### src/rtl/ogru_pkg.sv
package ogru_pkg;

    localparam int GRID_WIDTH_DEF  = 256;
    localparam int GRID_HEIGHT_DEF = 256;

    localparam int COORD_W     = 12;
    localparam int RANGE_W     = 16;
    localparam int STEP_W      = 7;
    localparam int ODDS_W      = 8;
    localparam int COUNT_W     = 13;
    localparam int CFG_IDX_W   = 2;
    localparam int CFG_DATA_W  = 16;
    localparam int IN_TDATA_W  = 64;
    localparam int OUT_TDATA_W = 24;
    localparam int SUM_W       = ODDS_W + 2;

    localparam logic [CFG_IDX_W-1:0] CFG_MAX_RANGE = 2'd0;
    localparam logic [CFG_IDX_W-1:0] CFG_HIT_STEP  = 2'd1;
    localparam logic [CFG_IDX_W-1:0] CFG_MISS_STEP = 2'd2;

    localparam logic [RANGE_W-1:0] MAX_RANGE_RST = 16'd5000;
    localparam logic [STEP_W-1:0]  HIT_STEP_RST  = 7'd3;
    localparam logic [STEP_W-1:0]  MISS_STEP_RST = 7'd1;

    localparam logic signed [SUM_W-1:0] ODDS_HI = 10'sd127;
    localparam logic signed [SUM_W-1:0] ODDS_LO = -10'sd127;

    typedef struct packed {
        logic clr_wr;
        logic latch;
        logic init_a;
        logic init_b;
        logic addr_ld;
        logic sel_end;
        logic mem_rd;
        logic hit_wr;
        logic miss_wr;
        logic step;
        logic out_ld;
    } t_cmd;

    typedef struct packed {
        logic clr_last;
        logic is_read;
        logic at_end;
    } t_sts;

    function automatic logic signed [ODDS_W-1:0] clamp_odds(input logic signed [SUM_W-1:0] v);
        logic signed [SUM_W-1:0] c;
        c = v;
        if (c > ODDS_HI) c = ODDS_HI;
        if (c < ODDS_LO) c = ODDS_LO;
        return c[ODDS_W-1:0];
    endfunction

endpackage

### src/rtl/ogru_ctrl.sv
module ogru_ctrl (
    input  logic           i_clk,
    input  logic           i_rst_n,
    input  logic           i_in_valid,
    input  logic           i_in_mode,
    output logic           o_in_ready,
    output logic           o_out_valid,
    input  logic           i_out_ready,
    output ogru_pkg::t_cmd o_cmd,
    input  ogru_pkg::t_sts i_sts
);
    import ogru_pkg::*;

    localparam logic [3:0] S_CLEAR = 4'd0;
    localparam logic [3:0] S_IDLE  = 4'd1;
    localparam logic [3:0] S_EADDR = 4'd2;
    localparam logic [3:0] S_HRD   = 4'd3;
    localparam logic [3:0] S_HWR   = 4'd4;
    localparam logic [3:0] S_LADDR = 4'd5;
    localparam logic [3:0] S_LRD   = 4'd6;
    localparam logic [3:0] S_LWR   = 4'd7;
    localparam logic [3:0] S_FADDR = 4'd8;
    localparam logic [3:0] S_FRD   = 4'd9;
    localparam logic [3:0] S_FDAT  = 4'd10;

    logic [3:0] r_state, n_state;
    logic       r_out_valid, n_out_valid;
    logic       out_free;

    assign out_free    = !r_out_valid || i_out_ready;
    assign o_in_ready  = (r_state == S_IDLE);
    assign o_out_valid = r_out_valid;

    always_comb begin
        n_state = r_state;
        o_cmd   = '0;
        case (r_state)
            S_CLEAR: begin
                o_cmd.clr_wr = 1'b1;
                if (i_sts.clr_last) n_state = S_IDLE;
            end
            S_IDLE: begin
                if (i_in_valid) begin
                    o_cmd.latch = 1'b1;
                    n_state = i_in_mode ? S_FADDR : S_EADDR;
                end
            end
            S_EADDR: begin
                o_cmd.init_a  = 1'b1;
                o_cmd.addr_ld = 1'b1;
                o_cmd.sel_end = 1'b1;
                n_state = S_HRD;
            end
            S_HRD: begin
                o_cmd.init_b = 1'b1;
                o_cmd.mem_rd = 1'b1;
                n_state = S_HWR;
            end
            S_HWR: begin
                o_cmd.hit_wr = 1'b1;
                n_state = S_LADDR;
            end
            S_LADDR: begin
                o_cmd.addr_ld = 1'b1;
                n_state = S_LRD;
            end
            S_LRD: begin
                o_cmd.mem_rd = 1'b1;
                n_state = S_LWR;
            end
            S_LWR: begin
                o_cmd.miss_wr = 1'b1;
                if (i_sts.at_end) begin
                    n_state = S_FADDR;
                end else begin
                    o_cmd.step = 1'b1;
                    n_state = S_LADDR;
                end
            end
            S_FADDR: begin
                o_cmd.addr_ld = 1'b1;
                o_cmd.sel_end = !i_sts.is_read;
                n_state = S_FRD;
            end
            S_FRD: begin
                o_cmd.mem_rd = 1'b1;
                n_state = S_FDAT;
            end
            S_FDAT: begin
                if (out_free) begin
                    o_cmd.out_ld = 1'b1;
                    n_state = S_IDLE;
                end
            end
            default: n_state = S_IDLE;
        endcase
    end

    always_comb begin
        n_out_valid = r_out_valid;
        if (o_cmd.out_ld) n_out_valid = 1'b1;
        else if (i_out_ready) n_out_valid = 1'b0;
    end

    always_ff @(posedge i_clk) begin
        if (!i_rst_n) begin
            r_state     <= S_CLEAR;
            r_out_valid <= 1'b0;
        end else begin
            r_state     <= n_state;
            r_out_valid <= n_out_valid;
        end
    end

endmodule

### config.mk
export PLATFORM = sky130hd
export DESIGN_NAME = ogru_ctrl
export DESIGN_NICKNAME = d
export VERILOG_FILES = /design/src/rtl/ogru_pkg.sv /design/src/rtl/ogru_ctrl.sv
export SDC_FILE = /design/constraint.sdc
export NUM_CORES = 1
export LEC_CHECK = 0
export ABC_AREA = 1
export ABC_CLOCK_PERIOD_IN_PS = 1070
export BUFFER_PORTS_ARGS = -buffer_cell sky130_fd_sc_hd__buf_4
export CAP_MARGIN = 20
export CORE_AREA = 4 4 41 43
export DETAILED_ROUTE_END_ITERATION = 6
export DIE_AREA = 0 0 45 47
export HOLD_SLACK_MARGIN = 0.08
export RECOVER_POWER = 50
export SYNTH_ARGS = -nofsm -noshare
export SYNTH_HDL_FRONTEND = slang
export SYNTH_SLANG_ARGS = --single-unit
### constraint.sdc
create_clock -name i_clk -period 1.07 [get_ports i_clk]
set_input_delay 0 -clock i_clk [delete_from_list [all_inputs] [get_ports i_clk]]
set_output_delay 0 -clock i_clk [all_outputs]
set_load 0.005 [all_outputs]
**Word-level counts from Yosys, hierarchy flattened**

Cells that the tools add are included.

- Divide/modulo/power cells: 0
- Muxes and demuxes: 21
- Reduce and logical (&&, ||, !) cells: 8
- Equal/unequal tests: 13
- Multipliers: 0
- Shift-type cells: 0
- Bitwise gates (word level): 0
- $add $sub $neg: 0
- Magnitude comparators: 0

Operators with widths:

| kind | count |
|---|---|
| case mux 4 bit (11 select lines) | 1 |
| 2-to-1 mux 4 bit | 5 |
| equality test 4 x 3 -> 1 bit (second input constant) | 4 |
| 2-to-1 mux 1 bit | 13 |
| equality test 4 bit (second input constant) | 3 |
| equality test 4 x 2 -> 1 bit (second input constant) | 2 |
| != test 2 bit (second input constant) | 3 |
| OR reduction 3 bit | 2 |
| equality test 4 x 1 -> 1 bit (second input constant) | 1 |
| zero test 4 bit | 1 |
| AND reduction 3 bit | 1 |
| zero test 1 bit | 2 |
| 2-to-1 mux 2 bit | 1 |
| case mux 1 bit (2 select lines) | 1 |
| nonzero test 2 bit | 1 |
| logical OR 1 bit | 1 |

- Bits in read-only memories: 0
- Bits in registers: 5
- Logic and storage cells: 44
- Bits in latches: 0
- Memories: 0
- Output and inout bits: 13
- Bits in writable memories: 0

**Logic depth before layout (Yosys ltp)**

- Depth after elaboration: 5
- Mapped depth: 8
- Mapped depth without buffers: 8

**Worst setup path after synthesis**

No wires, ideal clock.

- Path kind: reg-to-reg
- From: register r_state[0]
- To: register r_state[1]
- Setup slack: -0.007 ns
- Period minus slack after synthesis: 1.077 ns
- Library setup time: 0.066 ns
- Path buffers: 0
- Data arrival time: 1.011 ns
- Cell stages (with the launch flop): 8
- Required time: 1.004 ns
- Cell sequence: dfxtp_1 > inv_1 > nor2_2 > nand2_2 > or2_0 > nand2_1 > nand2_1 > a21oi_2

- Word-level cells in the longest chain between the ends: 3
- Elaborated cells between the ends (all ways): 16
- Classes of those cells: eq/ne (13); mux (1); reduce/logical (2)

RTL lines:

| item | RTL line | text |
|---|---|---|
| start, declared | ogru_ctrl.sv:26 | `logic [3:0] r_state, n_state;` |
| start signal, assigned | ogru_ctrl.sv:110 | `r_state <= n_state;` |
| equality test 4 bit, or another cell as far along | ogru_ctrl.sv:37 | `case (r_state)` |
| != test 2 bit (no line) | -- |  |
| AND reduction 3 bit (no line) | -- |  |

Parallel ways exist; a longest one is shown, timed or not.
A chain may end at the register's enable or synchronous reset.

==> results_dict.tcl <==
set metrics [dict create \
    routed_via_count 658 \
    clock_tree.htree_level_count 1 \
    detailedRoute.firstIterationViolations 25 \
    dp_hpwl_um 1130 \
    synth_enable_flop_cells 0 \
    cts.sinks 5 \
    grt_antenna_before_repair 0 \
    power.switching_fraction_pct 38.2 \
    ys_ff_latch 5 \
    yosys.area_share.simple_pct 54.3 \
    drt_drc_violations_left 0 \
    clockBufferDepth 2 \
    chipHeight_um 47 \
    globalRoute.totalOverflow 0 \
    max-slew-margin-rel_pct 85.2 \
    yosys-top-cells-area "dfxtp_1, nand2_1, nor2_1" \
    vdd.ir_drop.worst_v 0.000729 \
    final-hold-violation-count 0 \
    yosysMostFrequentCell "nand2_1" \
    critical_path_fanout_max 5 \
    synth.net_count 90 \
    p_seq_share_pct 25.1 \
    n_antenna_cell 0 \
    clock-skew-final_ns 0.00321 \
    die_width_um 45 \
    syn-instance-count 82 \
    maxSlewViolCount 0 \
    wire_per_inst_um 11.7 \
    area_growth_pct 112 \
    initial_utilization_pct 33.3 \
    clk_pin_slew_ns 0.04 \
    synth_top_cell_by_area "dfxtp_1" \
    finalWirelength_um 1620 \
    timing_worst_slew_pin_value_ns 0.221 \
    postRouteAntennaNets 0 \
    setup-tns-final_ns -1.28 \
    static-leakage-power_nw 0.486 \
    postSynth.asyncResetShare_pct 0 \
    avgSynthCellArea_sq_um 5.28 \
    setup_violations 15 \
    synth.cells.most_frequent "nand2_1, nor2_1, inv_1" \
    synthXorXnorAreaFrac_pct 0 \
    net_switching_power_of_the_design_uw 408 \
    gp_congestion 0.831 \
    worst_setup_path_end_kind "primary output" \
    largest_net_degree_at_the_start_of_global_routing 6 \
    worst_skew_late_latency_ns 0.24 \
    fraction_of_synthesized_area_in_multiplexers_pct 0 \
    vias_per_instance 4.73 \
    critical_path_required_ns 1.07 \
    arrival_ns 1.22 \
    final.min_clock_period_ns 1.22 \
    synthAdderAreaFrac_pct 0 \
    pin_count 21 \
    synth_top_family_by_area "simple AND/OR/NAND/NOR gates" \
    synth.yosys.seq_area_share_pct 23.1 \
    clock_tree.root_cell "clkbuf_4" \
    run_status "finished, violations left" \
    power.internal_uw 660 \
    core_region_area_sq_mm 0.00130 \
    die_area_sq_mm 0.00212 \
    grt_pass1_wl_um 2730 \
    drive_above_1_share_pct 60.5 \
    maximum_clock_frequency_mhz 820 \
    netlist-cell-type-count 16 \
    placement.io_buffers 20 \
    violations "negative setup slack" \
    combPwrFrac_pct 54.5 \
    grt_pass1_vias 658 \
    synth_compound_gate_area_share_pct 8.67 \
    post_synth_instance_area_sq_um 433 \
    cts_inserted_buffers 3 \
    finalWorstSetupSlack_ns -0.149 \
    hold_ws_ns 0.110 \
    post-route-util_pct 70.5 \
    cts_tree "yes" \
    worstHoldPathType "in2reg" \
    core.rowCount 13 \
    grt_util_all_layers_pct 17.7 \
    yosysTopAreaCellShare_pct 23.1 \
    cap_viol_max_count 0 \
    post-route-period-util_pct 114 \
    layout.nets 133 \
    setup_repair_after_global_routing_missed_its_margin "yes" \
    main_flop_type_after_synthesis "dfxtp_1" \
    reg2reg_slack_ns -0.12 \
    setup.worst_path.start_class "register" \
    yosysWarnings 0 \
    proportion_of_power_drawn_by_the_clock_network_pct 20.4 \
    path_class "reg2out" \
    drt_pass1_iterations 4 \
    power_density_cells_mw_per_mm2 1160 \
]
## per-layer routing
layer / vias to the layer above / wire, um / track usage (%)
met4: 0 / 15 / 5.26
li1: 334 / - / -
met2: 26 / 838 / 32.2
met1: 296 / 655 / 19.7
met5: - / 0 / 0
met3: 2 / 113 / 5.36
## worst paths after layout
check	startpoint	cells after the start	end
max reg2reg	r_state[0]$_SDFFE_PN0P_	7	r_state[1]$_SDFFE_PN0P_
min	i_sts[2]	5	r_state[0]$_SDFFE_PN0P_
min reg2reg	o_out_valid$_SDFFE_PN0P_	4	r_state[3]$_SDFFE_PN0P_
max	r_state[3]$_SDFFE_PN0P_	6	o_cmd[4]
## through the flow
stage | cells | cell area, sq um | setup WS [ns] | power [mW]
2_1_floorplan | 82 | 434 | 0.000594 | 0.450
3_3_place_gp | 131 | 708 | -0.143 | 0.678
3_5_place_dp | 131 | 708 | -0.172 | 0.683
4_1_cts | 139 | 871 | -0.120 | 1.01
5_1_grt | 139 | 917 | -0.215 | 1.15
6_report | 139 | 917 | -0.149 | 1.07
## worst max-delay path, stage by stage (launching register included)
cell,delay [ns]
dfxtp_4,0.41
inv_4,0.06
nor2_4,0.15
nand2_2,0.08
buf_6,0.12
nand3_2,0.06
buf_6,0.09
## power groups by stage
stage	Clock, mW	Combinational (mW)	Sequential, mW
5_1_grt	0.237	0.644	0.271
4_1_cts	0.221	0.534	0.255
2_1_floorplan	0	0.220	0.230
3_3_place_gp	0	0.444	0.235
6_report	0.218	0.582	0.268
3_5_place_dp	0	0.447	0.236
## cells by family after synthesis
group	Yosys count
AO/OA/AOI/OAI	6
buffers and inverters	15
flip-flops	5
AND/OR/NAND/NOR	56
## state kept, by name (all words and copies together), names as in the netlist
name and count:
o_out_valid 1, r_state 4
## layout by cell type, fill, tap and decap left out, types with 2 or more instances in the layout
| cell type | instances |
|---|---|
| nor2_2 | 3 |
| inv_1 | 9 |
| a21oi_2 | 2 |
| inv_4 | 3 |
| nor2_4 | 7 |
| clkbuf_4 | 4 |
| nor3_2 | 2 |
| nand2_1 | 18 |
| a21oi_1 | 2 |
| nor2_1 | 9 |
| dfxtp_4 | 4 |
| nand3_1 | 5 |
| nand2_2 | 8 |
| buf_4 | 30 |
| nand3_2 | 2 |
| buf_6 | 7 |
## cell type report
class,count,area [sq um]
multi-input cells,62,370
flip-flops and latches,5,115
repair buffers,39,322
fillers,110,384
inverters,14,65.1
clock buffers,4,26.3
well taps,15,18.8
## timing repair
item	in CTS	in global routing
setup buffers	3	0
resized for setup	39	13
endpoints found under the setup margin	15	15
hold buffers	1	0
pin swaps	4	0
endpoints found under the hold margin	1	0
Power figures use the tool's default switching activity.
